File: src/hw/rtl/rali_pkg.sv
// Package for the RTP audio level extension inserter: widths, codes and the block table.
package rali_pkg;

	localparam int BYTE_W      = 8;
	localparam int PKT_LEN_W   = 16;
	localparam int PT_W        = 7;
	localparam int EXT_ID_W    = 4;
	localparam int LEVEL_W     = 7;
	localparam int HDR_W       = 7;
	localparam int CC_W        = 4;
	localparam int CFG_IDX_W   = 2;
	localparam int CFG_DATA_W  = 7;
	localparam int IN_TDATA_W  = 24;
	localparam int BLK_LEN     = 8;
	localparam int BLK_IDX_W   = 3;
	localparam int BLK_CNT_W   = 4;

	localparam logic [HDR_W-1:0]  RTP_FIXED_HDR = 7'd12;
	localparam logic [BYTE_W-1:0] RTP_X_BIT     = 8'h10;
	localparam logic [BYTE_W-1:0] EXT_PROFILE_HI = 8'hBE;
	localparam logic [BYTE_W-1:0] EXT_PROFILE_LO = 8'hDE;
	localparam logic [BYTE_W-1:0] EXT_VOICE_BIT  = 8'h80;

	localparam logic [LEVEL_W-1:0]  LEVEL_RESET  = 7'd30;
	localparam logic [EXT_ID_W-1:0] EXT_ID_RESET = 4'd1;

	typedef enum logic [CFG_IDX_W-1:0] {
		REG_MATCH_PT = 2'd0,
		REG_EXT_ID   = 2'd1,
		REG_LEVEL    = 2'd2
	} cfg_reg_t;

	function automatic logic [BYTE_W-1:0] blk_byte(
		input logic [BLK_IDX_W-1:0] idx,
		input logic [EXT_ID_W-1:0]  ext_id,
		input logic [LEVEL_W-1:0]   level
	);
		logic [BYTE_W-1:0] b;
		unique case (idx)
			3'd0: b = EXT_PROFILE_HI;
			3'd1: b = EXT_PROFILE_LO;
			3'd2: b = 8'h00;
			3'd3: b = 8'h01;
			3'd4: b = {ext_id, 4'h0};
			3'd5: b = EXT_VOICE_BIT | {1'b0, level};
			3'd6: b = 8'h00;
			3'd7: b = 8'h00;
		endcase
		return b;
	endfunction

endpackage

File: src/hw/rtl/rtp_audio_level_ext_inserter.sv
// RTP audio level extension inserter: top level.
//
// Input stream s_axis_*: one packet byte per transaction, tlast on the final
// byte, packet length in tdata and payload type in tuser (both taken on the
// first byte). Output stream m_axis_*: one byte per transaction, tlast on the
// final byte, tuser set on every byte of an extended packet.
// Configuration: cfg_valid/cfg_ready with cfg_index and cfg_data; cfg_ready
// is always high, index 0 = match payload type, 1 = extension ID, 2 = level.
// Each input transaction reaches its output byte in the next cycle, held in
// a single output register. Throughput is one byte per cycle while the
// receiver is ready; after the last header byte of an extended packet the
// input is held off while the extension block (BE DE 00 01, id<<4,
// 80|level, 00 00) drains from the output register.
// A stalled receiver holds the output register, which lowers s_axis_tready in
// the same cycle. Reset empties the output register, returns the parser to
// the start of a packet and loads the register defaults (0, 1, 30).
module rtp_audio_level_ext_inserter
	import rali_pkg::*;
#(
	parameter int LENGTH_BITS = 16
) (
	input  logic                    clk,
	input  logic                    arst_n,
	input  logic                    s_axis_tvalid,
	output logic                    s_axis_tready,
	input  logic [IN_TDATA_W-1:0]   s_axis_tdata,  // in_byte[7:0], packet_length[23:8]
	input  logic                    s_axis_tlast,
	input  logic [PT_W-1:0]         s_axis_tuser,  // rtp_pt[6:0]
	output logic                    m_axis_tvalid,
	input  logic                    m_axis_tready,
	output logic [BYTE_W-1:0]       m_axis_tdata,  // out_byte[7:0]
	output logic                    m_axis_tlast,
	output logic                    m_axis_tuser,  // extended[0]
	input  logic                    cfg_valid,
	output logic                    cfg_ready,
	input  logic [CFG_IDX_W-1:0]    cfg_index,
	input  logic [CFG_DATA_W-1:0]   cfg_data
);

	logic [PT_W-1:0]        match_pt_q;
	logic [EXT_ID_W-1:0]    ext_id_q;
	logic [LEVEL_W-1:0]     level_q;

	logic [LENGTH_BITS-1:0] pos_q;
	logic [HDR_W-1:0]       hdr_q;
	logic                   ins_q;

	logic                   out_valid_q;
	logic [BYTE_W-1:0]      out_byte_q;
	logic                   out_last_q;
	logic                   out_ext_q;
	logic [BLK_CNT_W-1:0]   blk_cnt_q;
	logic                   blk_last_q;

	logic [BYTE_W-1:0]      in_byte;
	logic [PKT_LEN_W-1:0]   in_len;
	logic                   first;
	logic [HDR_W-1:0]       hdr_now;
	logic                   ins_now;
	logic                   block_now;
	logic [BYTE_W-1:0]      ob;
	logic                   advance;
	logic                   in_fire;
	logic                   blk_fire;
	logic [BLK_IDX_W-1:0]   blk_idx;
	logic [HDR_W-1:0]       hdr_first;
	logic                   ins_first;

	assign in_byte = s_axis_tdata[BYTE_W-1:0];
	assign in_len  = s_axis_tdata[BYTE_W +: PKT_LEN_W];
	assign first   = (pos_q == '0);

	assign hdr_first = RTP_FIXED_HDR + {1'b0, in_byte[CC_W-1:0], 2'b00};
	assign ins_first = (match_pt_q != '0) && (s_axis_tuser == match_pt_q) &&
		((in_byte & RTP_X_BIT) == '0) && (in_len >= {{(PKT_LEN_W-HDR_W){1'b0}}, hdr_first});

	assign hdr_now   = first ? hdr_first : hdr_q;
	assign ins_now   = first ? ins_first : ins_q;
	assign block_now = ins_now &&
		(({1'b0, pos_q} + 1'b1) == {{(LENGTH_BITS+1-HDR_W){1'b0}}, hdr_now});
	assign ob        = (first && ins_first) ? (in_byte | RTP_X_BIT) : in_byte;

	assign advance       = !out_valid_q || m_axis_tready;
	assign blk_fire      = advance && (blk_cnt_q != '0);
	assign s_axis_tready = advance && (blk_cnt_q == '0);
	assign in_fire       = s_axis_tvalid && s_axis_tready;
	assign blk_idx       = BLK_IDX_W'(BLK_LEN - int'(blk_cnt_q));

	assign cfg_ready = 1'b1;

	always_ff @(posedge clk or negedge arst_n) begin
		if (!arst_n) begin
			match_pt_q <= '0;
			ext_id_q   <= EXT_ID_RESET;
			level_q    <= LEVEL_RESET;
		end else if (cfg_valid) begin
			unique case (cfg_index)
				REG_MATCH_PT: match_pt_q <= cfg_data[PT_W-1:0];
				REG_EXT_ID:   ext_id_q   <= cfg_data[EXT_ID_W-1:0];
				REG_LEVEL:    level_q    <= cfg_data[LEVEL_W-1:0];
				default:      ;
			endcase
		end
	end

	always_ff @(posedge clk or negedge arst_n) begin
		if (!arst_n) begin
			pos_q <= '0;
			hdr_q <= '0;
			ins_q <= 1'b0;
		end else if (in_fire) begin
			hdr_q <= hdr_now;
			if (s_axis_tlast) begin
				pos_q <= '0;
				ins_q <= 1'b0;
			end else begin
				ins_q <= ins_now;
				if (pos_q != '1)
					pos_q <= pos_q + 1'b1;
			end
		end
	end

	always_ff @(posedge clk or negedge arst_n) begin
		if (!arst_n) begin
			out_valid_q <= 1'b0;
			blk_cnt_q   <= '0;
		end else if (blk_fire) begin
			out_valid_q <= 1'b1;
			blk_cnt_q   <= blk_cnt_q - 1'b1;
		end else if (in_fire) begin
			out_valid_q <= 1'b1;
			blk_cnt_q   <= block_now ? BLK_CNT_W'(BLK_LEN) : '0;
		end else if (advance) begin
			out_valid_q <= 1'b0;
		end
	end

	always_ff @(posedge clk) begin
		if (blk_fire) begin
			out_byte_q <= blk_byte(blk_idx, ext_id_q, level_q);
			out_last_q <= blk_last_q && (blk_cnt_q == BLK_CNT_W'(1));
			out_ext_q  <= 1'b1;
		end else if (in_fire) begin
			out_byte_q <= ob;
			out_last_q <= s_axis_tlast && !block_now;
			out_ext_q  <= ins_now;
			blk_last_q <= s_axis_tlast;
		end
	end

	assign m_axis_tvalid = out_valid_q;
	assign m_axis_tdata  = out_byte_q;
	assign m_axis_tlast  = out_last_q;
	assign m_axis_tuser  = out_ext_q;

endmodule

File: config.mk
export PLATFORM = sky130hd
export DESIGN_NAME = rtp_audio_level_ext_inserter
export DESIGN_NICKNAME = d
export VERILOG_FILES = /design/src/hw/rtl/rali_pkg.sv /design/src/hw/rtl/rtp_audio_level_ext_inserter.sv
export SDC_FILE = /design/constraint.sdc
export NUM_CORES = 1
export LEC_CHECK = 0
export ABC_AREA = 1
export BUFFER_PORTS_ARGS = -buffer_cell sky130_fd_sc_hd__buf_4
export CAP_MARGIN = 20
export CORE_MARGIN = 5
export CORE_UTILIZATION = 35
export CTS_BUF_LIST = sky130_fd_sc_hd__clkbuf_16
export CTS_CLUSTER_DIAMETER = 120
export CTS_CLUSTER_SIZE = 12
export DETAILED_ROUTE_END_ITERATION = 6
export GPL_TIMING_DRIVEN = 0
export PLACE_DENSITY = 0.56
export SYNTH_ARGS = -nofsm -noshare
export SYNTH_HDL_FRONTEND = slang
export SYNTH_SLANG_ARGS = --single-unit
export TNS_END_PERCENT = 50
File: constraint.sdc
create_clock -name clk -period 3.22 [get_ports clk]
set_clock_uncertainty 0.15 [all_clocks]
set_input_delay 0.161 -clock clk [delete_from_list [all_inputs] [get_ports clk]]
set_output_delay 0.161 -clock clk [all_outputs]
set_load 0.02 [all_outputs]
# Word-level counts from Yosys, hierarchy flattened
# Index checks and enable logic that the tools add are counted.
classes:
  add_sub_neg: 5
  n_lt_le_gt_ge: 1
  eq_ne: 13
  n_mux: 17
  bitwise_logic: 1
  reduce_logical: 29
op_table:
  columns: ["operator", "count"]
  rows:
  - ["8-bit case mux with 6 select lines", 1]
  - ["16-bit 2-to-1 mux", 2]
  - ["16-bit by 1-bit adder with 17-bit output, second input constant", 1]
  - ["17-bit by 7-bit equality test with 1-bit output", 1]
  - ["16-bit by 1-bit adder with 16-bit output, second input constant", 1]
  - ["16-bit by 7-bit >= comparator with 1-bit output", 1]
  - ["16-bit logical NOT", 1]
  - ["8-bit 2-to-1 mux", 2]
  - ["16-bit != test, second input constant", 1]
  - ["3-bit equality test, second input constant", 4]
  - ["4-bit 2-to-1 mux", 3]
  - ["1-bit logical AND", 10]
  - ["2-bit AND reduction", 5]
  - ["8-bit logical NOT", 1]
  - ["4-bit by 6-bit adder with 7-bit output, first input constant", 1]
  - ["7-bit equality test", 1]
  - ["1-bit 2-to-1 mux", 7]
  - ["7-bit 2-to-1 mux", 1]
  - ["7-bit nonzero test", 1]
  - ["3-bit by 2-bit equality test with 1-bit output, second input constant", 2]
  - ["5-bit 2-to-1 mux", 1]
  - ["4-bit by 1-bit equality test with 1-bit output, second input constant", 1]
  - ["4-bit logical NOT", 1]
  - ["2-bit nonzero test", 2]
  - ["13 further kinds", 14]
totals:
  reg_bits: 58
  word_cells: 78

# Logic depth before layout (Yosys ltp)
# Gate-level depths: netlist (run 1).
logic_depth:
  ltp_word: 10
  ltp_mapped: 18
  ltp_nobuf: 18

# Least setup slack after synthesis (run 1)
# OpenSTA, ideal clock, no wires.
synth_timing:
  path_kind: "register to register"
  from: "register blk_cnt_q[0]"
  to: "register out_byte_q[0] (netlist: m_axis_tdata[0]), data pin"
  setup_ns: 0.267
  t_arrival_ns: 1.760
  required_ns: 2.803
  setup_slack_ns: 1.043
  stages_incl_launch_ff: 10
  path_cell_list: "dfrtp_1 inv_1 ha_1 ha_1 nand2_1 inv_1 nor4_1 inv_1 nand2_1 o21ai_0"
synth_between:
  elab_chain_len: 5
  elab_cells_between_ends: 14
synth_lines:
  columns: ["item", "line", "rtl"]
  rows:
  - ["start: declaration", "rtp_audio_level_ext_inserter.sv:52", "logic [BLK_CNT_W-1:0] blk_cnt_q;"]
  - ["start signal: assignment", "rtp_audio_level_ext_inserter.sv:130", "blk_cnt_q <= blk_cnt_q - 1'b1;"]
  - ["start signal: assignment", "rtp_audio_level_ext_inserter.sv:133", "blk_cnt_q <= block_now ? BLK_CNT_W'(BLK_LEN) : '0;"]
  - ["1-bit by 3-bit subtractor with 3-bit output", "rtp_audio_level_ext_inserter.sv:87", "assign blk_idx = BLK_IDX_W'(BLK_LEN - int'(blk_cnt_q));"]
  - ["3-bit equality test / 3-bit by 2-bit equality test with 1-bit output (equally long branches)", "rali_pkg.sv:39", "unique case (idx)"]
  - ["3-bit OR reduction (no line)", null, null]
  - ["8-bit case mux with 6 select lines", "rali_pkg.sv:39", null]
  - ["8-bit 2-to-1 mux (*)", "rtp_audio_level_ext_inserter.sv:140", "if (blk_fire) begin"]
  - ["end signal: assignment", "rtp_audio_level_ext_inserter.sv:141", "out_byte_q <= blk_byte(blk_idx, ext_id_q, level_q);"]
  - ["end: declaration", "rtp_audio_level_ext_inserter.sv:49", "logic [BYTE_W-1:0] out_byte_q;"]
# Every way passes the cells marked *; elsewhere a longest branch is shown, timed or not.
# A chain may end at the register's enable or synchronous reset.

# Worst setup path after layout (run 1)
layout_timing:
  from: "input port s_axis_tdata[0]"
  to: "register out_last_q (netlist: m_axis_tlast), data pin"
layout_between:
  elab_chain_len: 9
  elab_cells_between_ends: 11
layout_lines:
  columns: ["item", "line", "rtl"]
  rows:
  - ["start: declaration", "rtp_audio_level_ext_inserter.sv:26", "input logic [IN_TDATA_W-1:0] s_axis_tdata,"]
  - ["4-bit by 6-bit adder with 7-bit output (*)", "rtp_audio_level_ext_inserter.sv:73", "assign hdr_first = RTP_FIXED_HDR + {1'b0, in_byte[CC_W-1:0], 2'b00};"]
  - ["16-bit by 7-bit >= comparator with 1-bit output", "rtp_audio_level_ext_inserter.sv:75", "((in_byte & RTP_X_BIT) == '0) && (in_len >= {{(PKT_LEN_W-HDR_W){1'b0}}, hdr_first});"]
  - ["1-bit logical AND", "rtp_audio_level_ext_inserter.sv:75", null]
  - ["1-bit 2-to-1 mux", "rtp_audio_level_ext_inserter.sv:78", "assign ins_now = first ? ins_first : ins_q;"]
  - ["1-bit logical AND (*)", "rtp_audio_level_ext_inserter.sv:79", "assign block_now = ins_now &&"]
  - ["1-bit logical NOT (*)", "rtp_audio_level_ext_inserter.sv:146", "out_last_q <= s_axis_tlast && !block_now;"]
  - ["1-bit logical AND (*)", "rtp_audio_level_ext_inserter.sv:146", null]
  - ["1-bit 2-to-1 mux (*)", "rtp_audio_level_ext_inserter.sv:144", "end else if (in_fire) begin"]
  - ["1-bit 2-to-1 mux (*)", "rtp_audio_level_ext_inserter.sv:140", null]
  - ["end signal: assignment", "rtp_audio_level_ext_inserter.sv:142", "out_last_q <= blk_last_q && (blk_cnt_q == BLK_CNT_W'(1));"]
  - ["end signal: assignment", "rtp_audio_level_ext_inserter.sv:146", null]
  - ["end: declaration", "rtp_audio_level_ext_inserter.sv:50", "logic out_last_q;"]
# Every way passes the cells marked *; elsewhere a longest branch is shown, timed or not. The select of a mux whose other input is x is not followed.

==> results of run 1 <==
[kinds of logic (layout without fill, tap and decap cells)]
family / Yosys count / after routing
AND/OR/NAND/NOR: 232 / 232
AO/OA/AOI/OAI: 75 / 75
buffers and inverters: 73 / 155
flip-flops: 58 / 58
adder cells (fa/ha/maj): 12 / 12
XOR/XNOR: 12 / 12
other: 1 / 1
[cell usage after synthesis (2+ instances only)]
cell        n
nand4_1     8
dfstp_2     5
a221oi_1    2
nor2_2      6
inv_1      61
ha_1       12
o22ai_1    15
nor2_4      2
edfxtp_1   10
nor3_1      5
buf_6       2
nor2_1     51
dfrtp_1    42
o21ai_0    38
a22oi_1     4
nand2_1   117
nand3_1    32
clkbuf_1    5
nand2_2     2
a21oi_1    11
xor2_1     11
[layout by cell type (no fill, tap or decap), types with 8 or more instances in the layout]
cell type and count:
clkbuf_16 9, dlygate4sd3_1 9, a21oi_1 11, buf_4 58, o21ai_0 38, nor2_1 51
edfxtp_1 10, nand4_1 8, inv_1 61, nand2_1 117, xor2_1 11, dfrtp_1 42
o22ai_1 15, nand3_1 32, ha_1 12
[report_power, final]
part | internal [W] | total [W] | switching (W)
Clock | 0.000682 | 0.00105 | 0.000365
Sequential | 0.00103 | 0.00124 | 0.000204
Combinational | 0.000600 | 0.00161 | 0.00101
[critical path, delay by kind of cell]
family | cells | cell delay, ns
AOI/OAI and AO/OA | 1 | 0.11
adders and majority gates | 2 | 0.56
and+or+nand+nor | 10 | 1.07
buffers and inverters | 3 | 0.73
[through the flow]
stage / cells / hold WS, ns
after floorplan: 463 / -0.285
after global placement: 653 / 0.0763
after detailed placement: 653 / 0.0824
after CTS: 678 / 0.0160
after global routing: 678 / 0.0305
final: 678 / 0.0175
[sequential cells by signal (all words and copies together), names as in the netlist, 4 cells and up]
register / cells
blk_cnt_q: 4
ext_id_q: 4
hdr_q: 7
level_q: 7
m_axis_tdata: 8
match_pt_q: 7
pos_q: 16
[worst max path at each step]
stage	slack [ns]	to	depth (start not counted)
floorplan	1.04	m_axis_tdata[0]$_DFFE_PP_	9
global placement	0.69	m_axis_tlast$_DFFE_PP_	17
detailed placement	0.68	m_axis_tlast$_DFFE_PP_	17
CTS	0.50	m_axis_tlast$_DFFE_PP_	16
global route	0.26	m_axis_tlast$_DFFE_PP_	16
finish	0.52	m_axis_tlast$_DFFE_PP_	16
[per-layer routing]
| layer | GRT usage [%] | vias to the layer above | wire length [um] |
|---|---|---|---|
| li1 | - | 1675 | - |
| met1 | 20.6 | 1497 | 4250 |
| met2 | 30.0 | 58 | 4780 |
| met3 | 3.96 | 6 | 360 |
| met4 | 4.31 | 0 | 78 |
| met5 | 0 | - | 0 |
[cell type report]
class | count | area [um2] | share of cell area, %
Clock inverter | 7 | 101 | 2.24
Timing Repair Buffer | 66 | 518 | 11.4
Sequential cell | 58 | 1500 | 33.1
Inverter | 63 | 238 | 5.24
Buffer | 10 | 73.8 | 1.63
Tap cell | 133 | 166 | 3.67
Clock buffer | 9 | 225 | 4.97
Multi-Input combinational cell | 332 | 1710 | 37.7
==> run metrics, run 1 <==
status=completed; Post-Synth Adder-Cell Area=under 10%; Max H-tree Level=3; simple logic cell fraction of the synthesized area=28.8%; Vias=3236; clock buffer depth=2; sequential-to-total area share from yosys stat=42.7%; peak supply drop=0.382 mV; crit share post-route=84.0%; Netlist Area Pre-Place=3520 um2; largest family of logic cells by synthesized area=simple AND/OR/NAND/NOR gates; synth unique cells=43; most frequent cell on the critical path=nand2_1; detailed-route wire length=roughly 9.5 mm; min-delay worst type=input port to register; Slew @ Worst Pin=0.640 ns; TritonCTS clock tree=built; Ys Warns=0; Antenna diodes=0; 1st-iter DRT viols=132; DRT antenna net count=0; post-CTS sizing=0; R2R cell count=17; first-pass GRT wire length=15.8 mm; via/cell ratio=about 4.8; setup bufs post-CTS=0; Core Area=slightly below 10000 um2; P_leak=approximately 2.2 nW; Clock transition at path regs=approximately 0.06 ns; Primary FF master, synth=dfrtp_1; Worst path slowest cell=dlygate4sd3_1; minimum clock period=2.70 ns; EDFF count, synth=10; fraction of registers with async set/reset=81.0%; Slew Viols, Final=0; FMAX=0.370 GHz; Setup Crit Path Kind=input port to register; Hold Crit Endpoint=level_q[1]$_DFFE_PN1P_; largest net degree at the start of global routing=48; clock sink count=58; crit path launch type=input port; Post-Syn Nets=521; Synth Area in XOR/XNOR=around 3.0%; CP Max Fanout=5; Synth top area share=29.8%; drc violations=0; RSZ-0062 raised after global routing=false; Hold Crit Depth=3; Tot GR Track Use=16.9%; final HPWL from detailed placement=7.15 mm; multiplexer share of the synthesized area=0%; DP Area=approximately 4000 um2; setup slack, reg-to-reg=0.69 ns; DIE AREA=12200 um2; Worst Min Path Start=cfg_data[1]; PwrDens=859 nW/um2; Hold Buf Count CTS=9; worst setup path start=s_axis_tdata[0]; post-DR wirelength/cell=roughly 14 um; post-synthesis compound-gate area fraction=between 10% and 20%; critical path, cell by cell=dlygate4sd3_1 -> buf_4 -> inv_1 -> ha_1 -> nor2_1 -> nand2_1 -> ha_1 -> nand2_1 -> nor2_1 -> o21ai_0 -> nand4_1 -> nand3_1 -> nand2_1 -> nand3_1 -> nand3_1 -> nand2_1; grt total ovfl=0; crit path DAT=2.64 ns; RD Place Congestion=between 0.8 and 0.9; Critical Path Max Stage Delay=between 0.5 and 0.6 ns; setup TNS=0 ns; Max-Cap Viols=0; Setup violations, final=0; TritonCTS buffer count=9; Area growth syn-to-layout=28.7%; r2r endpoint=m_axis_tlast$_DFFE_PP_; origin of the critical flop-to-flop path=pos_q[0]$_DFFE_PN0P_; final number of hold-violating endpoints=0; WP data required=between 3 and 4 ns; Cells after Synth=approximately 460; setup ws final=0.516 ns; Design Area, Final=4530 um2; fillers=983; largest area contributor in the netlist=dfrtp_1; site row count=36; Worst-Skew Late Latency=0.33 ns; vias in the first global route=roughly 3300; Die X=110 um; synthesized flop and latch total=58; share of layout cells above drive strength 1=18.2%; # IOs=59; Mapped Avg Cell Area=7.61 um2; initial antenna violation count=0; final net count=598; Layout Utilization=46.4%; top post-synthesis cells by area=dfrtp_1, nand2_1, edfxtp_1; DIE HEIGHT=110 um; DRT Pass-1 Iters=4; critical path endpoint category=register; max_slew headroom=a little under three fifths; Port-buffer cells=57; worst slack at placement=between 0.6 and 0.7 ns; Initial Util=36.0%; CTS root buf=clkbuf_16; total power=0.00389 W
No activity file was read; power rests on OpenSTA's default activity.
==> inputs of run 2 (changes only) <==
- PLACE_DENSITY: 0.56 -> 0.58
- clock period: 3.22 -> 2.43 ns (I/O delays scaled with it)
==> run 2 against run 1 <==
Critical path type is now register to register. Routed wire length is 1.0% higher. Utilization is 0.40 points higher. Via count is 1.9% higher. Combinational power is 45% higher. Sequential power is 33% higher.
==> run metrics, run 2 (synthesis results as in run 1) <==
share of layout cells above drive strength 1=20.4% (was 18.2%); TritonCTS clock tree=built (unchanged); crit path DAT=2.25 ns (was 2.64 ns); worst slack at placement=-0.108 ns (was 0.684 ns); Slew @ Worst Pin=0.625 ns (was 0.640 ns); Antenna diodes=0 (unchanged); min-delay worst type=input port to register (unchanged); Max H-tree Level=3 (unchanged); RSZ-0062 raised after global routing=true (was false); site row count=36 (unchanged); DIE AREA=12200 um2 (unchanged); Setup Crit Path Kind=register to register (was input port to register); PwrDens=1120 nW/um2 (was 859 nW/um2); DRT Pass-1 Iters=5 (was 4); Area growth syn-to-layout=29.8% (was 28.7%); Placed Cells=653 (unchanged); Max-Cap Viols=0 (unchanged); Vias=3299 (was 3236); non-filler instance count after layout=683 (was 678); Setup violations, final=0 (unchanged); first-pass GRT wire length=15.7 mm (was 15.8 mm); total power=0.00512 W (was 0.00389 W); vias in the first global route=3282 (was 3255); combinational group share of total power=45.4% (was 41.4%); WP data required=2.34 ns (was 3.15 ns); setup ws final=0.0888 ns (was 0.516 ns); Worst path slowest cell=dfrtp_2 (was dlygate4sd3_1); most frequent cells in the layout=nand2_1, buf_4, inv_1 (was nand2_1, inv_1, buf_4); max reg flops=16 (unchanged); Tot GR Track Use=16.8% (was 16.9%); grt total ovfl=0 (unchanged); commonest non-fill, non-tap cell in the layout=nand2_1 (unchanged); CTS root buf=clkbuf_16 (unchanged); DP Area=4120 um2 (unchanged); TritonCTS buffer count=9 (unchanged); CP Max Fanout=6 (was 5); Worst-Skew Late Latency=0.33 ns (about the same); initial antenna violation count=0 (unchanged); DIE HEIGHT=110 um (unchanged); max_slew headroom=58.3% (was 57.4%); minimum clock period=approximately 2.3 ns; DRT antenna net count=0 (unchanged); final HPWL from detailed placement=7.17 mm (was 7.15 mm); Reg with most FFs=pos_q (unchanged); largest net degree at the start of global routing=48 (unchanged); clock sink count=58 (unchanged); Initial Util=36.0% (unchanged); Net Sw Power=0.00220 W (was 0.00158 W); critical path endpoint category=register (unchanged); Clock transition at path regs=0.06 ns (about the same); final net count=603 (was 598); RD Place Congestion=0.876 (was 0.882); Design Area, Final=4570 um2 (was 4530 um2); drc violations=0 (unchanged); crit share post-route=96.3%; Internal=0.00293 W (was 0.00231 W); Port-buffer cells=57 (unchanged); Sw Share=42.9% (was 40.6%); family with the most delay on the worst path=adder cells (was simple AND/OR/NAND/NOR gates); most frequent cell on the critical path=inv_1 (was nand2_1); via/cell ratio=4.83 (was 4.77); Slew Viols, Final=0 (unchanged); FMAX=0.427 GHz; Seq pwr share=32.1% (was 31.7%); # IOs=59 (unchanged); Critical Path Max Stage Delay=0.41 ns (was 0.52 ns); critical path, cell by cell=inv_1 -> ha_1 -> ha_1 -> nand2_1 -> inv_1 -> nor4_4 -> inv_1 -> nand2_1 -> o21ai_0 (was dlygate4sd3_1 -> buf_4 -> inv_1 -> ha_1 -> nor2_1 -> nand2_1 -> ha_1 -> nand2_1 -> nor2_1 -> o21ai_0 -> nand4_1 -> nand3_1 -> nand2_1 -> nand3_1 -> nand3_1 -> nand2_1); Layout Utilization=46.8% (was 46.4%); status=completed (unchanged); Clk network pwr share=22.5% (was 26.9%); Core Area=9770 um2 (unchanged); P_leak=2.21 nW (was 2.20 nW); crit path launch type=register (was input port); 1st-iter DRT viols=136 (was 132); Critical path buffers and inverters=3 (unchanged); detailed-route wire length=9.57 mm (was 9.47 mm); final number of hold-violating endpoints=0 (unchanged); Die X=110 um (unchanged); peak supply drop=0.764 mV (was 0.382 mV); fillers=965 (was 983); post-DR wirelength/cell=14.0 um (about the same); clock buffer depth=2 (unchanged)
run 2: final timing paths:
kind,startpoint,end,slack [ns],depth (start not counted)
setup / recovery,blk_cnt_q[0]$_DFFE_PN0P_,m_axis_tdata[0]$_DFFE_PP_,0.09,9
hold / removal,s_axis_tdata[7],m_axis_tdata[7]$_DFFE_PP_,0.005,3
setup reg to reg,blk_cnt_q[0]$_DFFE_PN0P_,m_axis_tdata[0]$_DFFE_PP_,0.09,9
hold reg to reg,ext_id_q[3]$_DFFE_PN0P_,ext_id_q[3]$_DFFE_PN0P_,0.34,2
max in group asynchronous,arst_n,blk_cnt_q[0]$_DFFE_PN0P_,1.46,2
min in group asynchronous,arst_n,pos_q[9]$_DFFE_PN0P_,0.22,2
run 2: metrics by stage:
| step | hold slack, ns | setup TNS, ns |
|---|---|---|
| global route | 0.0308 | -0.177 |
| global placement | 0.0376 | -0.114 |
| detailed placement | 0.0392 | -0.173 |
| CTS | 0.0143 | -0.0725 |
| floorplan | -0.324 | 0 |
| finish | 0.00459 | 0 |
run 2: worst register-to-register path: cells and delay by family, from the launching register on:
kind            cells  cell delay, ns
compound gates      1            0.09
fa+ha+maj           2            0.59
buf+inv             3            0.31
flops               1            0.41
simple gates        3            0.52
run 2: timing repair:
item | CTS | global route
buffers inserted | 0 | 2
pin swaps | 0 | 4
gates resized for setup | 5 | 11
endpoints found under the hold margin | 64 | 0
setup endpoints to repair | 13 | 31
hold buffers | 12 | 0
run 2: final cells by class:
class / count / area (um2) / share of cell area [%]
plain buffers: 10 / 73.8 / 1.61
clock buffers: 9 / 225 / 4.93
clock inverters: 7 / 45.0 / 0.985
inverters: 63 / 238 / 5.20
multi-input cells: 332 / 1760 / 38.4
flip-flops and latches: 58 / 1510 / 32.9
well taps: 133 / 166 / 3.64
repair buffers: 71 / 563 / 12.3
run 2: power by group through the flow:
stage / registers [W] / clock network (W) / logic (W)
floorplan: 0.00170 / 0 / 0.00140
global placement: 0.00164 / 0 / 0.00210
detailed placement: 0.00165 / 0 / 0.00214
CTS: 0.00164 / 0.00117 / 0.00223
global route: 0.00169 / 0.00122 / 0.00262
finish: 0.00165 / 0.00115 / 0.00233
run 2: per-layer routing:
layer,wire (um),track usage [%]
met1,4290,21.3
met2,4780,28.7
met3,331,2.97
met4,167,5.98
met5,0,0
==> inputs of run 3 (changes only) <==
- CORE_UTILIZATION: 35 -> 51
- PLACE_DENSITY: 0.58 -> 0.78
==> run 3 against run 2 <==
The flow now finishes with violations (negative setup slack). Routed wire length down 1.2%. Die area down 29%. Combinational power up 8%. Hold slack better by 0.016 ns. Fmax down 5.7%. Total power up 5.0%. Via count up 4.1%. Non-clock buffer count up 7. Flip-flop and latch count unchanged. Largest power group unchanged. Highest routed layer unchanged.
==> run metrics, run 3 (synthesis results as in run 1) <==
Sw Share=41.9% (was 42.9%); CP Max Fanout=5 (was 6); max reg flops=16 (unchanged); DRT Pass-1 Iters=4 (was 5); WP data required=2.36 ns (was 2.34 ns); setup TNS=-0.0738 ns (was 0 ns); crit path launch type=register (unchanged); vias in the first global route=3282 (unchanged); post-DR wirelength/cell=14.8 um (was 14.0 um); CTS root buf=clkbuf_16 (unchanged); DIE AREA=8670 um2 (was 12200 um2); TritonCTS buffer count=9 (unchanged); Tot GR Track Use=22.2% (was 16.8%); Port-buffer cells=57 (unchanged); Clk network pwr share=22.7% (was 22.5%); largest net degree at the start of global routing=48 (unchanged); Slew @ Worst Pin=0.606 ns (was 0.625 ns); TritonCTS clock tree=built (unchanged); initial antenna violation count=0 (unchanged); Reg with most FFs=pos_q (unchanged); max_slew headroom=59.6% (was 58.3%); FMAX=0.403 GHz (was 0.427 GHz); Slew Viols, Final=0 (unchanged); via/cell ratio=5.38 (was 4.83); Clock transition at path regs=0.05 ns (was 0.06 ns); min-delay worst type=input port to register (unchanged); crit share post-route=102% (was 96.3%); P_leak=2.26 nW (was 2.21 nW); PwrDens=1170 nW/um2 (was 1120 nW/um2); non-filler instance count after layout=638 (was 683); combinational group share of total power=46.7% (was 45.4%); Internal=0.00313 W (was 0.00293 W); Net Sw Power=0.00225 W (was 0.00220 W); site row count=30 (was 36); Setup violations, final=2 (was 0); Max H-tree Level=3 (unchanged); grt total ovfl=0 (unchanged); Die X=93.1 um (was 110 um); peak supply drop=0.568 mV (was 0.764 mV); Core Area=6760 um2 (was 9770 um2); final net count=611 (was 603); 1st-iter DRT viols=167 (was 136); DIE HEIGHT=93.1 um (was 110 um); Setup Crit Path Kind=register to register (unchanged); drc violations=0 (unchanged); RD Place Congestion=0.957 (was 0.876); failing checks=negative setup slack; DRT antenna net count=0 (unchanged); # IOs=59 (unchanged); critical path endpoint category=register (unchanged); commonest non-fill, non-tap cell in the layout=nand2_1 (unchanged); status=finished with violations (was completed); most frequent cells in the layout=nand2_1, buf_4, inv_1 (unchanged); Initial Util=52.1% (was 36.0%); Placed Cells=600 (was 653); RSZ-0062 raised after global routing=true (unchanged); Layout Utilization=68.3% (was 46.8%); share of layout cells above drive strength 1=21.7% (was 20.4%); DP Area=4050 um2 (was 4120 um2); fillers=549 (was 965); crit path DAT=2.41 ns (was 2.25 ns); Worst-Skew Late Latency=0.33 ns (about the same); Design Area, Final=4620 um2 (was 4570 um2); first-pass GRT wire length=15.1 mm (was 15.7 mm); detailed-route wire length=9.45 mm (was 9.57 mm); final HPWL from detailed placement=6.66 mm (was 7.17 mm); minimum clock period=2.48 ns (was 2.34 ns); setup ws final=-0.0525 ns (was 0.0888 ns); total power=0.00538 W (was 0.00512 W); Area growth syn-to-layout=31.0% (was 29.8%); Antenna diodes=0 (unchanged); clock sink count=58 (unchanged); Seq pwr share=30.6% (was 32.1%); clock buffer depth=2 (unchanged); setup slack, reg-to-reg=-0.05 ns (was 0.09 ns); final number of hold-violating endpoints=0 (unchanged); Max-Cap Viols=0 (unchanged); Vias=3433 (was 3299)
-- run 3: changes by cell type in the layout (fill, tap and decap cells not counted), moves of 2 or more --
cell / previous run / this run
clkinvlp_4: 3 / 0
nor2_4: 4 / 6
nor2_1: 47 / 49
buf_4: 60 / 65
inv_1: 59 / 57
nor2_2: 8 / 4
ha_2: 0 / 2
ha_1: 12 / 9
clkinv_1: 1 / 3
inv_2: 3 / 5
-- run 3: power groups by stage --
stage	sequential, W	clock (W)	combinational (W)
after global routing	0.00169	0.00127	0.00277
after global placement	0.00163	0	0.00204
final	0.00165	0.00122	0.00251
after detailed placement	0.00164	0	0.00210
after floorplan	0.00170	0	0.00140
after CTS	0.00163	0.00123	0.00216
-- run 3: final timing paths --
| kind | from | end | cells after the start |
|---|---|---|---|
| max | pos_q[0]$_DFFE_PN0P_ | m_axis_tlast$_DFFE_PP_ | 17 |
| min | s_axis_tdata[5] | m_axis_tdata[5]$_DFFE_PP_ | 3 |
| max reg2reg | pos_q[0]$_DFFE_PN0P_ | m_axis_tlast$_DFFE_PP_ | 17 |
| min reg2reg | m_axis_tuser$_SDFFE_PP1P_ | m_axis_tuser$_SDFFE_PP1P_ | 2 |
| max in group asynchronous | arst_n | blk_cnt_q[0]$_DFFE_PN0P_ | 2 |
| min in group asynchronous | arst_n | pos_q[13]$_DFFE_PN0P_ | 2 |
-- run 3: repair_timing --
| item | in CTS | in global routing |
|---|---|---|
| pin swaps | 0 | 15 |
| setup endpoints to repair | 6 | 22 |
| hold buffers | 13 | 0 |
| cloned | 0 | 1 |
| resized for setup | 2 | 23 |
| setup buffers | 0 | 8 |
| hold endpoints to repair | 65 | 0 |
-- run 3: per-layer routing --
layer | vias to the layer above | wire (um) | track usage, %
met5 | - | 0 | 0
met4 | 0 | 202 | 8.79
met3 | 21 | 634 | 5.79
met2 | 128 | 4780 | 37.3
met1 | 1590 | 3830 | 27.1
li1 | 1694 | - | -
-- run 3: worst max-delay path: stages (launching register included) --
cell,delay [ns]
dfrtp_2,0.43
inv_2,0.10
ha_4,0.13
inv_2,0.04
nor2_4,0.11
nand2_4,0.09
nor2_4,0.20
nand2_4,0.10
nand2_2,0.08
nand2_1,0.05
nand2_1,0.08
nand2_1,0.06
nor2_1,0.10
nand2_1,0.06
nor2_1,0.12
nand3_1,0.15
nand3_1,0.12
nand2_1,0.07
-- run 3: through the flow --
stage	setup slack [ns]	hold WS, ns
after floorplan	0.253	-0.324
after global placement	-0.0280	0.0207
after detailed placement	-0.0795	0.0215
after CTS	-0.0772	0.0187
after global routing	-0.203	0.0462
final	-0.0525	0.0204
-- run 3: cell type report --
class | count | area, um2 | area share [%]
inverters | 63 | 238 | 5.15
plain buffers | 10 | 73.8 | 1.60
repair buffers | 78 | 622 | 13.5
flip-flops and latches | 58 | 1510 | 32.6
clock buffers | 9 | 225 | 4.88
multi-input cells | 333 | 1790 | 38.8
clock inverters | 7 | 60.1 | 1.30
well taps | 80 | 100 | 2.17
